===== config.mk =====
export PLATFORM = sky130hd
export DESIGN_NAME = tcf_ctrl
export DESIGN_NICKNAME = d
export VERILOG_FILES = /design/src/hw/rtl/tcf_pkg.sv /design/src/hw/rtl/tcf_ctrl.sv
export SDC_FILE = /design/constraint.sdc
export NUM_CORES = 1
export LEC_CHECK = 0
export BUFFER_PORTS_ARGS = -buffer_cell sky130_fd_sc_hd__buf_2
export CAP_MARGIN = 30
export CELL_PAD_IN_SITES_DETAIL_PLACEMENT = 1
export CELL_PAD_IN_SITES_GLOBAL_PLACEMENT = 2
export CORE_UTILIZATION = 26
export DETAILED_ROUTE_END_ITERATION = 10
export HOLD_SLACK_MARGIN = 0.08
export PLACE_DENSITY = 0.82
export SKIP_LAST_GASP = 1
export SLEW_MARGIN = 40
export SYNTH_ARGS = -nofsm -noshare
export SYNTH_HDL_FRONTEND = slang
export SYNTH_SLANG_ARGS = --single-unit

===== constraint.sdc =====
create_clock -name clk -period 1.6 [get_ports clk]
set_input_delay 0.32 -clock clk [delete_from_list [all_inputs] [get_ports clk]]
set_output_delay 0.32 -clock clk [all_outputs]
set_load 0.01 [all_outputs]

===== src/hw/rtl/tcf_pkg.sv =====
// Shared types, constants and the arctangent table for the tilt complementary filter.
// Used by tcf_ctrl, tcf_datapath and tilt_complementary_filter; no dependencies.
package tcf_pkg;

  localparam int ANGLE_FRAC_BITS_DEF   = 28;
  localparam int CORDIC_ITERATIONS_DEF = 16;
  localparam int ITER_W                = 5;   // counts up to 24 steps
  localparam int SQRT_STEPS            = 24;  // 48-bit radicand, two bits a step
  localparam int TAB_FRAC              = 28;
  localparam logic [14:0] ACCEL_Z_MIN_RST = 15'd410;

  typedef enum logic [3:0] {
    ST_IDLE,
    ST_MUL,
    ST_INTEG,
    ST_SQRT,
    ST_CINIT,
    ST_CORDIC,
    ST_BMUL,
    ST_BADD,
    ST_DONE
  } state_t;

  typedef struct packed {
    logic              capture;
    logic              mul;
    logic              integ;
    logic              sqrt_step;
    logic              cinit;
    logic              cordic_step;
    logic              bmul;
    logic              badd;
    logic              out_load;
    logic [ITER_W-1:0] iter;
  } cmd_t;

  typedef struct packed {
    logic corr_needed;
    logic out_free;
  } status_t;

  // atan(2^-i) in Q.28 radians
  function automatic logic signed [31:0] atan_q28(input logic [ITER_W-1:0] i);
    logic signed [31:0] v;
    begin
      case (i)
        5'd0:    v = 32'sd210828714;
        5'd1:    v = 32'sd124459457;
        5'd2:    v = 32'sd65760959;
        5'd3:    v = 32'sd33381290;
        5'd4:    v = 32'sd16755422;
        5'd5:    v = 32'sd8385879;
        5'd6:    v = 32'sd4193963;
        5'd7:    v = 32'sd2097109;
        5'd8:    v = 32'sd1048571;
        5'd9:    v = 32'sd524287;
        5'd10:   v = 32'sd262144;
        5'd11:   v = 32'sd131072;
        5'd12:   v = 32'sd65536;
        5'd13:   v = 32'sd32768;
        5'd14:   v = 32'sd16384;
        5'd15:   v = 32'sd8192;
        5'd16:   v = 32'sd4096;
        5'd17:   v = 32'sd2048;
        5'd18:   v = 32'sd1024;
        5'd19:   v = 32'sd512;
        5'd20:   v = 32'sd256;
        5'd21:   v = 32'sd128;
        5'd22:   v = 32'sd64;
        5'd23:   v = 32'sd32;
        default: v = 32'sd0;
      endcase
      return v;
    end
  endfunction

endpackage


===== src/hw/rtl/tcf_ctrl.sv =====
// Sequencer of the tilt complementary filter: steps the datapath through one word.
// Depends on tcf_pkg.
module tcf_ctrl #(
  parameter int CORDIC_ITERATIONS = tcf_pkg::CORDIC_ITERATIONS_DEF
) (
  input  logic             clk,
  input  logic             rst_n,
  input  logic             in_tvalid,
  output logic             in_tready,
  input  tcf_pkg::status_t status,
  output tcf_pkg::cmd_t    cmd
);
  import tcf_pkg::*;

  localparam logic [ITER_W-1:0] SQRT_LAST = ITER_W'(SQRT_STEPS - 1);
  localparam logic [ITER_W-1:0] CORD_LAST = ITER_W'(CORDIC_ITERATIONS - 1);

  state_t            state_r, state_nxt;
  logic [ITER_W-1:0] cnt_r, cnt_nxt;

  always_ff @(posedge clk) begin
    if (!rst_n) begin
      state_r <= ST_IDLE;
      cnt_r   <= '0;
    end else begin
      state_r <= state_nxt;
      cnt_r   <= cnt_nxt;
    end
  end

  always_comb begin
    state_nxt = state_r;
    cnt_nxt   = cnt_r;
    unique case (state_r)
      ST_IDLE:   if (in_tvalid) state_nxt = ST_MUL;
      ST_MUL:    state_nxt = ST_INTEG;
      ST_INTEG: begin
        cnt_nxt   = '0;
        state_nxt = status.corr_needed ? ST_SQRT : ST_DONE;
      end
      ST_SQRT: begin
        cnt_nxt = cnt_r + 1'b1;
        if (cnt_r == SQRT_LAST) state_nxt = ST_CINIT;
      end
      ST_CINIT: begin
        cnt_nxt   = '0;
        state_nxt = ST_CORDIC;
      end
      ST_CORDIC: begin
        cnt_nxt = cnt_r + 1'b1;
        if (cnt_r == CORD_LAST) state_nxt = ST_BMUL;
      end
      ST_BMUL:   state_nxt = ST_BADD;
      ST_BADD:   state_nxt = ST_DONE;
      ST_DONE:   if (status.out_free) state_nxt = ST_IDLE;
      default:   state_nxt = ST_IDLE;
    endcase
  end

  always_comb begin
    cmd       = '0;
    cmd.iter  = cnt_r;
    in_tready = 1'b0;
    unique case (state_r)
      ST_IDLE: begin
        in_tready   = 1'b1;
        cmd.capture = in_tvalid;
      end
      ST_MUL:    cmd.mul         = 1'b1;
      ST_INTEG:  cmd.integ       = 1'b1;
      ST_SQRT:   cmd.sqrt_step   = 1'b1;
      ST_CINIT:  cmd.cinit       = 1'b1;
      ST_CORDIC: cmd.cordic_step = 1'b1;
      ST_BMUL:   cmd.bmul        = 1'b1;
      ST_BADD:   cmd.badd        = 1'b1;
      ST_DONE:   cmd.out_load    = status.out_free;
      default:   cmd.iter        = cnt_r;
    endcase
  end

endmodule


==> flow_summary.ini, run 1 <==
[outcome]
status = completed

[timing]
drv_slew = 0
fmax_ghz = 0.661
relSlewSlack = 0.801
rsz0062_at_grt = no
setup_violations = 0
final-hold-violation-count = 0
holdWs_ns = 0.380
final.period_utilization = 0.945
min_period_ns = 1.51
tns_ns = 0
tightest_slew_ns = 0.298
skew_ns = 0.00448
timing.final.ws_setup_ns = 0.0875

[floorplanning]
dieArea_mm2 = 0.00253
die_height_um = 50.3
core-area_mm2 = 0.00221
die_x_um = 50.3
rows = 17
start_util = 0.274
boundaryPins = 20

[pwr]
intPower_uw = 379
p_comb_frac = 0.199
power_leakage_uw = 0.000348
powerDensity_mw_per_mm2 = 681
seqPwrFrac = 0.470
total_power_uw = 531
switchingPower_uw = 152
power.share.clock = 0.331
peakVddDrop_mv = 0.368
swShare = 0.286

[setup_path]
rr_endpoint = cnt_r[0]
crit_path_max_fanout = 10
cp-start-kind = flop
required_ns = 1.28
critPathKind = reg -> out
reg2regPathDepth = 4
rrSetupSlack_ns = 0.16
worstReg2RegStart = state_r[1]
crit_arrival_ns = 1.19
end_kind = output port

[clock_network]
clkTransAtPathRegs_ns = 0.06
cts_sinks = 9
cts-buffers-inserted = 3
clk_latency_ns = 0.26
h-tree-depth = 1
clock_path_buffers = 2
cts_resized = 4
cts_root_buffer = clkbuf_4
post_cts_buffers = 0
hold_buffers = 0
cts_tree = yes

[routing]
firstDrtPassIters = 4
drt_iter0_markers = 11
vias_per_cell = 5.00
remaining_drc_errors = 0
detail-route-antenna-nets = 0
wirelength_um = 1610
vias = 635
wl_per_cell_um = 12.6

[cells_and_area]
drive_above_1_share = 0.364
layout_common_cells = 19 x buf_2, 7 x nor3_1, 6 x nor2_1
layout_commonest_cell = buf_2
syn_to_final_growth_pct = 28.7
final_area_um2 = 779
antennaDiodeCount = 0
final_nets = 107

[grt]
grt_pass1_vias = 644
track_usage = 0.145
grt.overflow.total = 0
grt_max_degree = 12
antenna_found_initial = 0
grt_pass1_wl_um = 2800

[synthesis]
synth_top_family_by_area = simple AND/OR/NAND/NOR gates
synthSimpleGateAreaFrac = 0.403
synth_area_um2 = 606
avgSynthCellArea_um2 = 7.86
ys_seq_area_frac = 0.298
yosys_warnings = 0
synthMuxAreaShare = 0.0351
synth_cell_types = 32
synth_top_area_frac = 0.298
synth_compound_area_frac = 0.143
synthCells = 77
synthTopCellsByArea = dfxtp_1 30%, nor3_1 5.8%, and2_1 5.2%, ha_1 4.1%, nand2b_1 4.1%
synth-xor-area-share = 0.0145
synth_top_area_cell = dfxtp_1
syn-num-nets = 84
synth_fa_ha_area_frac = 0.0413
synth_seq_cells = 9

[place]
place.gp.congestion = 0.742
io_buffers = 19
place_area_um2 = 737
dp_hpwl_um = 1220
post-place-ws_ns = 0.0904

[run]
cap_violations = 0

[min_path]
holdPathStages = 3
min_from = status[0]
whs_endpoint = state_r[3]
hold_path.class = in -> reg
## metrics by stage
stage / std cells / utilization
floorplan: 77 / -
global route: 127 / 0.352
CTS: 127 / 0.350
global placement: 123 / 0.333
detailed placement: 123 / 0.333
finish: 127 / 0.352
## state kept, by name, summed over array words and instances, names as in the netlist
signal	flops
cnt_r	5
state_r	4
## worst max-delay path, stage by stage, from the launching register on
cell,delay [ns]
dfxtp_2,0.38
nor4_2,0.28
and2_1,0.15
buf_2,0.12
## worst max path at each step
stage,startpoint,end,slack (ns)
global placement,state_r[1],cnt_r[0],0.13
global route,state_r[0],cmd[12],0.01
floorplan,state_r[3],cmd[13],0.02
CTS,state_r[3],cmd[13],0.02
finish,state_r[2],cmd[13],0.09
detailed placement,state_r[1],cnt_r[0],0.09
## logic make-up after synthesis
group | after synthesis
AOI/OAI and AO/OA | 13
xor gates and xnor gates | 1
adders and majority gates | 2
buffers and inverters | 8
DFF | 9
muxes | 2
and+or+nand+nor | 42
## routing by layer
| metal | vias up | wire length (um) | global-route usage | share of wire |
|---|---|---|---|---|
| li1 | 315 | - | - | - |
| met1 | 299 | 767 | 0.174 | 0.48 |
| met2 | 19 | 749 | 0.249 | 0.47 |
| met3 | 2 | 82 | 0.0212 | 0.051 |
| met4 | 0 | 5 | 0.0714 | 0.0031 |
| met5 | - | 0 | 0 | 0 |
## cell usage after synthesis (all sizes together)
cell type	count
a21boi	2
a21oi	4
and2	5
and3	2
buf	3
clkbuf	2
dfxtp	9
ha	2
inv	3
mux2	1
mux2i	1
nand2	6
nand2b	4
nand3	2
nand3b	3
nand4b	1
nor2	6
nor2b	3
nor3	7
nor3b	1
nor4	1
o21ai	2
o22a	1
o22ai	1
o2bb2ai	1
o311ai	1
o32ai	1
or4b	1
xor2	1
## power groups by stage
stage	clock (uW)	combinational [uW]	sequential, uW
finish	175	106	249
global route	196	119	252
CTS	186	107	249
detailed placement	0	105	252
global placement	0	102	252
floorplan	0	80.5	242
## final cells by class
cell class / count / area (um^2)
Tap cell: 28 / 35.0
Clock buffer: 4 / 26.3
Sequential cell: 9 / 185
Fill cell: 287 / 1430
Multi-Input combinational cell: 60 / 397
Inverter: 3 / 11.3
Timing Repair Buffer: 23 / 125
Note: power is estimated with default switching activity, not from simulation.
==> inputs of run 2 (changes only) <==
- CORE_UTILIZATION: 26 -> 28
- PLACE_DENSITY: 0.82 -> 0.87
- clock period: 1.6 -> 1.8 ns (I/O delays scaled with it)
==> run 2 against run 1 <==
  * Clock-buffer cell count unchanged
  * Via count down 4.7%
  * Combinational power down 18%
  * Largest power group unchanged
  * Hold slack better by 0.057 ns
  * Largest cell class unchanged
  * Total power down 12%
==> flow_summary.ini, run 2 (synthesis results as in run 1) <==
[grt]
gr-usage-met3 = 0.0535
grt_use_met2 = 0.242
grt_busiest_layer = met2
grt_pass1_wl_um = 2610
track_usage = 0.148
antenna_found_initial = 0
use_met1 = 0.164
grt_max_degree = 15
grt.overflow.total = 0
grt_pass1_vias = 601

[place]
post-place-ws_ns = 0.254
dpl.cell_count = 120
place.gp.congestion = 0.783
io_buffers = 19
dp_hpwl_um = 1210

[clock_network]
cts_resized = 0
cts_root_buffer = clkbuf_4
cts-buffers-inserted = 3
clkTransAtPathRegs_ns = 0.06
h-tree-depth = 1
hold_buffers = 0
clock_path_buffers = 2
cts_sinks = 9
clk_latency_ns = 0.27
post_cts_buffers = 0
cts_tree = yes

[routing]
vias_per_cell = 4.88
detail-route-antenna-nets = 0
wl_per_cell_um = 12.5
wirelength_um = 1560
vias = 605
firstDrtPassIters = 4
drt_iter0_markers = 5
remaining_drc_errors = 0

[timing]
tns_ns = 0
holdWs_ns = 0.437
setup_violations = 0
final.period_utilization = 0.916
timing.final.ws_setup_ns = 0.152
fmax_ghz = 0.607
skew_ns = 0.00213
tightest_slew_ns = 0.375
min_period_ns = 1.65
final-hold-violation-count = 0
rsz0062_at_grt = no
relSlewSlack = 0.749
drv_slew = 0

[pwr]
peakVddDrop_mv = 0.382
powerDensity_mw_per_mm2 = 623
power_leakage_uw = 0.000338

[setup_path]
crit_path_max_fanout = 9
required_ns = 1.44
crit_arrival_ns = 1.29
worstReg2RegStart = cnt_r[0]
rrSetupSlack_ns = 0.26
critPathKind = reg -> out
end_kind = output port
cp-start-kind = flop
reg2regPathDepth = 7
rr_endpoint = state_r[1]

[min_path]
whs_endpoint = state_r[3]
hold_path.class = in -> reg
holdPathStages = 3
min_from = status[0]

[cells_and_area]
top_regs = cnt_r x5, state_r x4
nFillCells = 268
regMostFlops = cnt_r
layout_common_cells = 19 x buf_2, 7 x nor3_1, 7 x dfxtp_1
final_nets = 105
fin_cells = 124
drive_above_1_share = 0.299
largest_reg_flops = 5
antennaDiodeCount = 0
syn_to_final_growth_pct = 23.8
layout_commonest_cell = buf_2

[floorplanning]
start_util = 0.303
rows = 16
boundaryPins = 20
core-area_mm2 = 0.00200
dieArea_mm2 = 0.00235
die_height_um = 48.5
die_x_um = 48.5

[run]
cap_violations = 0

[outcome]
status = completed
[run 2: changes by cell type in the layout (fill, tap and decap cells not counted), sizes merged]
cell / change
buf: -2
[run 2: critical path: stages, from the launching register on]
cell and delay (ns):
dfxtp_1 0.53, nand2b_1 0.18, nor3_1 0.15, buf_2 0.15
[run 2: where the power goes]
part           internal [uW]  switching (uW)
clock                   85.5            71.9
sequential               205            16.5
combinational           41.7            45.6
total                    333             134
[run 2: worst max path at each step]
| stage | startpoint | endpoint | slack (ns) | cells after the start |
|---|---|---|---|---|
| after detailed placement | cnt_r[0] | state_r[1] | 0.25 | 7 |
| after global placement | state_r[1] | state_r[0] | 0.30 | 4 |
| after floorplan | state_r[3] | cmd[13] | 0.18 | 3 |
| final | state_r[0] | cmd[12] | 0.15 | 3 |
| after global routing | state_r[0] | cmd[13] | 0.02 | 3 |
| after CTS | state_r[2] | cmd[9] | 0.06 | 3 |
[run 2: per-layer routing]
layer	up-vias	part of all wire
li1	312	-
met2	11	0.49
met3	5	0.036
met1	277	0.46
met5	-	0
met4	0	0.022
[run 2: final cells by class]
class / count / area (um^2) / share of cell area
multi-input combinational: 60 / 385 / 0.514
sequential: 9 / 183 / 0.244
timing repair buffer: 21 / 110 / 0.147
tap: 27 / 33.8 / 0.0451
clock buffer: 4 / 26.3 / 0.0351
inverter: 3 / 11.3 / 0.0150
[run 2: through the flow]
step,area (um^2),power [uW],utilization
finish,749,467,0.374
global route,749,497,0.374
CTS,747,472,0.373
detailed placement,721,314,0.360
global placement,721,312,0.360
floorplan,606,287,-
==> inputs of run 3 (changes only) <==
- RECOVER_POWER: not set -> 25
==> run 3 against run 2 <==
  * First-iteration DRC count stayed put
  * Clock power about the same
  * Worst setup slack about the same
  * Critical path depth did not move
  * Sequential power hardly changed
  * Clock skew barely moved
  * Total power about the same
  * Design area shrank 0.83%
  * Clock-buffer cell count is the same
  * Hold slack about the same
  * Critical endpoint unchanged
  * Largest power group unchanged
==> flow_summary.ini, run 3 (synthesis results as in run 1) <==
[outcome]
status = completed

[routing]
vias_per_cell = 4.88
wirelength_um = 1560
firstDrtPassIters = 4
drt_iter0_markers = 5
vias = 605
remaining_drc_errors = 0
detail-route-antenna-nets = 0
wl_per_cell_um = 12.6

[setup_path]
critPathKind = reg -> out
required_ns = 1.44
worst-path-buf-inv = 1
end_kind = output port
crit_arrival_ns = 1.29
cp-start-kind = flop
max_stage_delay_ns = 0.53
slowest_stage = dfxtp_1
crit_family = flip-flops
path_cells = nand2b_1 > nor3_1 > buf_2
crit_path_max_fanout = 9

[grt]
track_usage = 0.148
grt_pass1_wl_um = 2610
grt_max_degree = 15
grt_pass1_vias = 601
antenna_found_initial = 0
grt.overflow.total = 0

[floorplanning]
core-area_mm2 = 0.00200
start_util = 0.303
die_x_um = 48.5
die_height_um = 48.5
rows = 16
dieArea_mm2 = 0.00235
boundaryPins = 20

[clock_network]
cts_root_buffer = clkbuf_4
clock_path_buffers = 2
h-tree-depth = 1
clkTransAtPathRegs_ns = 0.06
clk_latency_ns = 0.27
cts_tree = yes
cts-buffers-inserted = 3
post_cts_buffers = 0
cts_sinks = 9

[timing]
final-hold-violation-count = 0
rsz0062_at_grt = no
setup_violations = 0
min_period_ns = 1.65
tns_ns = 0
drv_slew = 0
fmax_ghz = 0.607
tightest_slew_ns = 0.375
final.period_utilization = 0.916
relSlewSlack = 0.749
skew_ns = 0.00212

[cells_and_area]
top_regs = cnt_r x5, state_r x4
largest_reg_flops = 5
layout_common_cells = 14 x buf_2, 7 x nor3_1, 7 x dfxtp_1
final_core_util = 0.371
syn_to_final_growth_pct = 22.7
regMostFlops = cnt_r
layout_commonest_cell = buf_2
antennaDiodeCount = 0
final_nets = 105
drive_above_1_share = 0.247

[pwr]
peakVddDrop_mv = 0.382
powerDensity_mw_per_mm2 = 628
power_leakage_uw = 0.000315

[place]
io_buffers = 19
place.gp.congestion = 0.783
dp_hpwl_um = 1210

[min_path]
hold_path.class = in -> reg

[run]
cap_violations = 0
==> run 3: cell count changes in the layout (fill, tap and decap cells not counted), sizes merged <==
cell	delta
buf	-5
clkbuf	+5
==> run 3: power breakdown <==
group          switching (uW)  internal (uW)  leakage, uW  total [uW]
registers                16.6            205    0.0000739         222
logic                    45.7           41.4     0.000226        87.1
clock network            71.9           85.5    0.0000150         157
total                     134            332     0.000315         466
==> run 3: cell type report <==
type,instances,area [um^2]
inverter,3,11.3
multi-input combinational,60,385
sequential,9,183
clock buffer,4,26.3
fill,269,1260
timing repair buffer,21,104
tap,27,33.8
==> run 3: worst paths after layout <==
kind	slack, ns	end	from	cells after the start
worst max-delay path	0.15	cmd[12]	state_r[0]	3
worst min-delay path	0.44	state_r[3]	status[0]	3
worst max register to register	0.26	state_r[1]	cnt_r[0]	7
worst min register to register	0.50	cnt_r[1]	cnt_r[1]	2
==> run 3: metal layers <==
layer | track usage | part of all wire | vias up
met1 | 0.164 | 0.46 | 277
met2 | 0.242 | 0.48 | 11
met3 | 0.0535 | 0.036 | 5
met4 | 0.0882 | 0.022 | 0
li1 | - | - | 312
met5 | 0 | 0 | -
==> run 3: repair_timing <==
action	in CTS	in global routing
setup endpoints to repair	0	3
resized for setup	0	2
hold buffers	0	0
endpoints found under the hold margin	0	0
==> run 3: tightest hold or removal path, cell delays in order <==
cell     delay (ns)
buf_2          0.09
o32ai_1        0.06
and2_0         0.15
==> run 3: metrics by stage <==
| step | hold WS, ns | instances | setup slack, ns | power, uW | area [um^2] |
|---|---|---|---|---|---|
| 2_1_floorplan | 0.499 | 77 | 0.184 | 287 | 606 |
| 3_3_place_gp | 0.475 | 120 | 0.296 | 312 | 721 |
| 3_5_place_dp | 0.490 | 120 | 0.254 | 314 | 721 |
| 4_1_cts | 0.433 | 124 | 0.0596 | 472 | 747 |
| 5_1_grt | 0.451 | 124 | 0.0155 | 496 | 743 |
| 6_report | 0.438 | 124 | 0.152 | 466 | 743 |
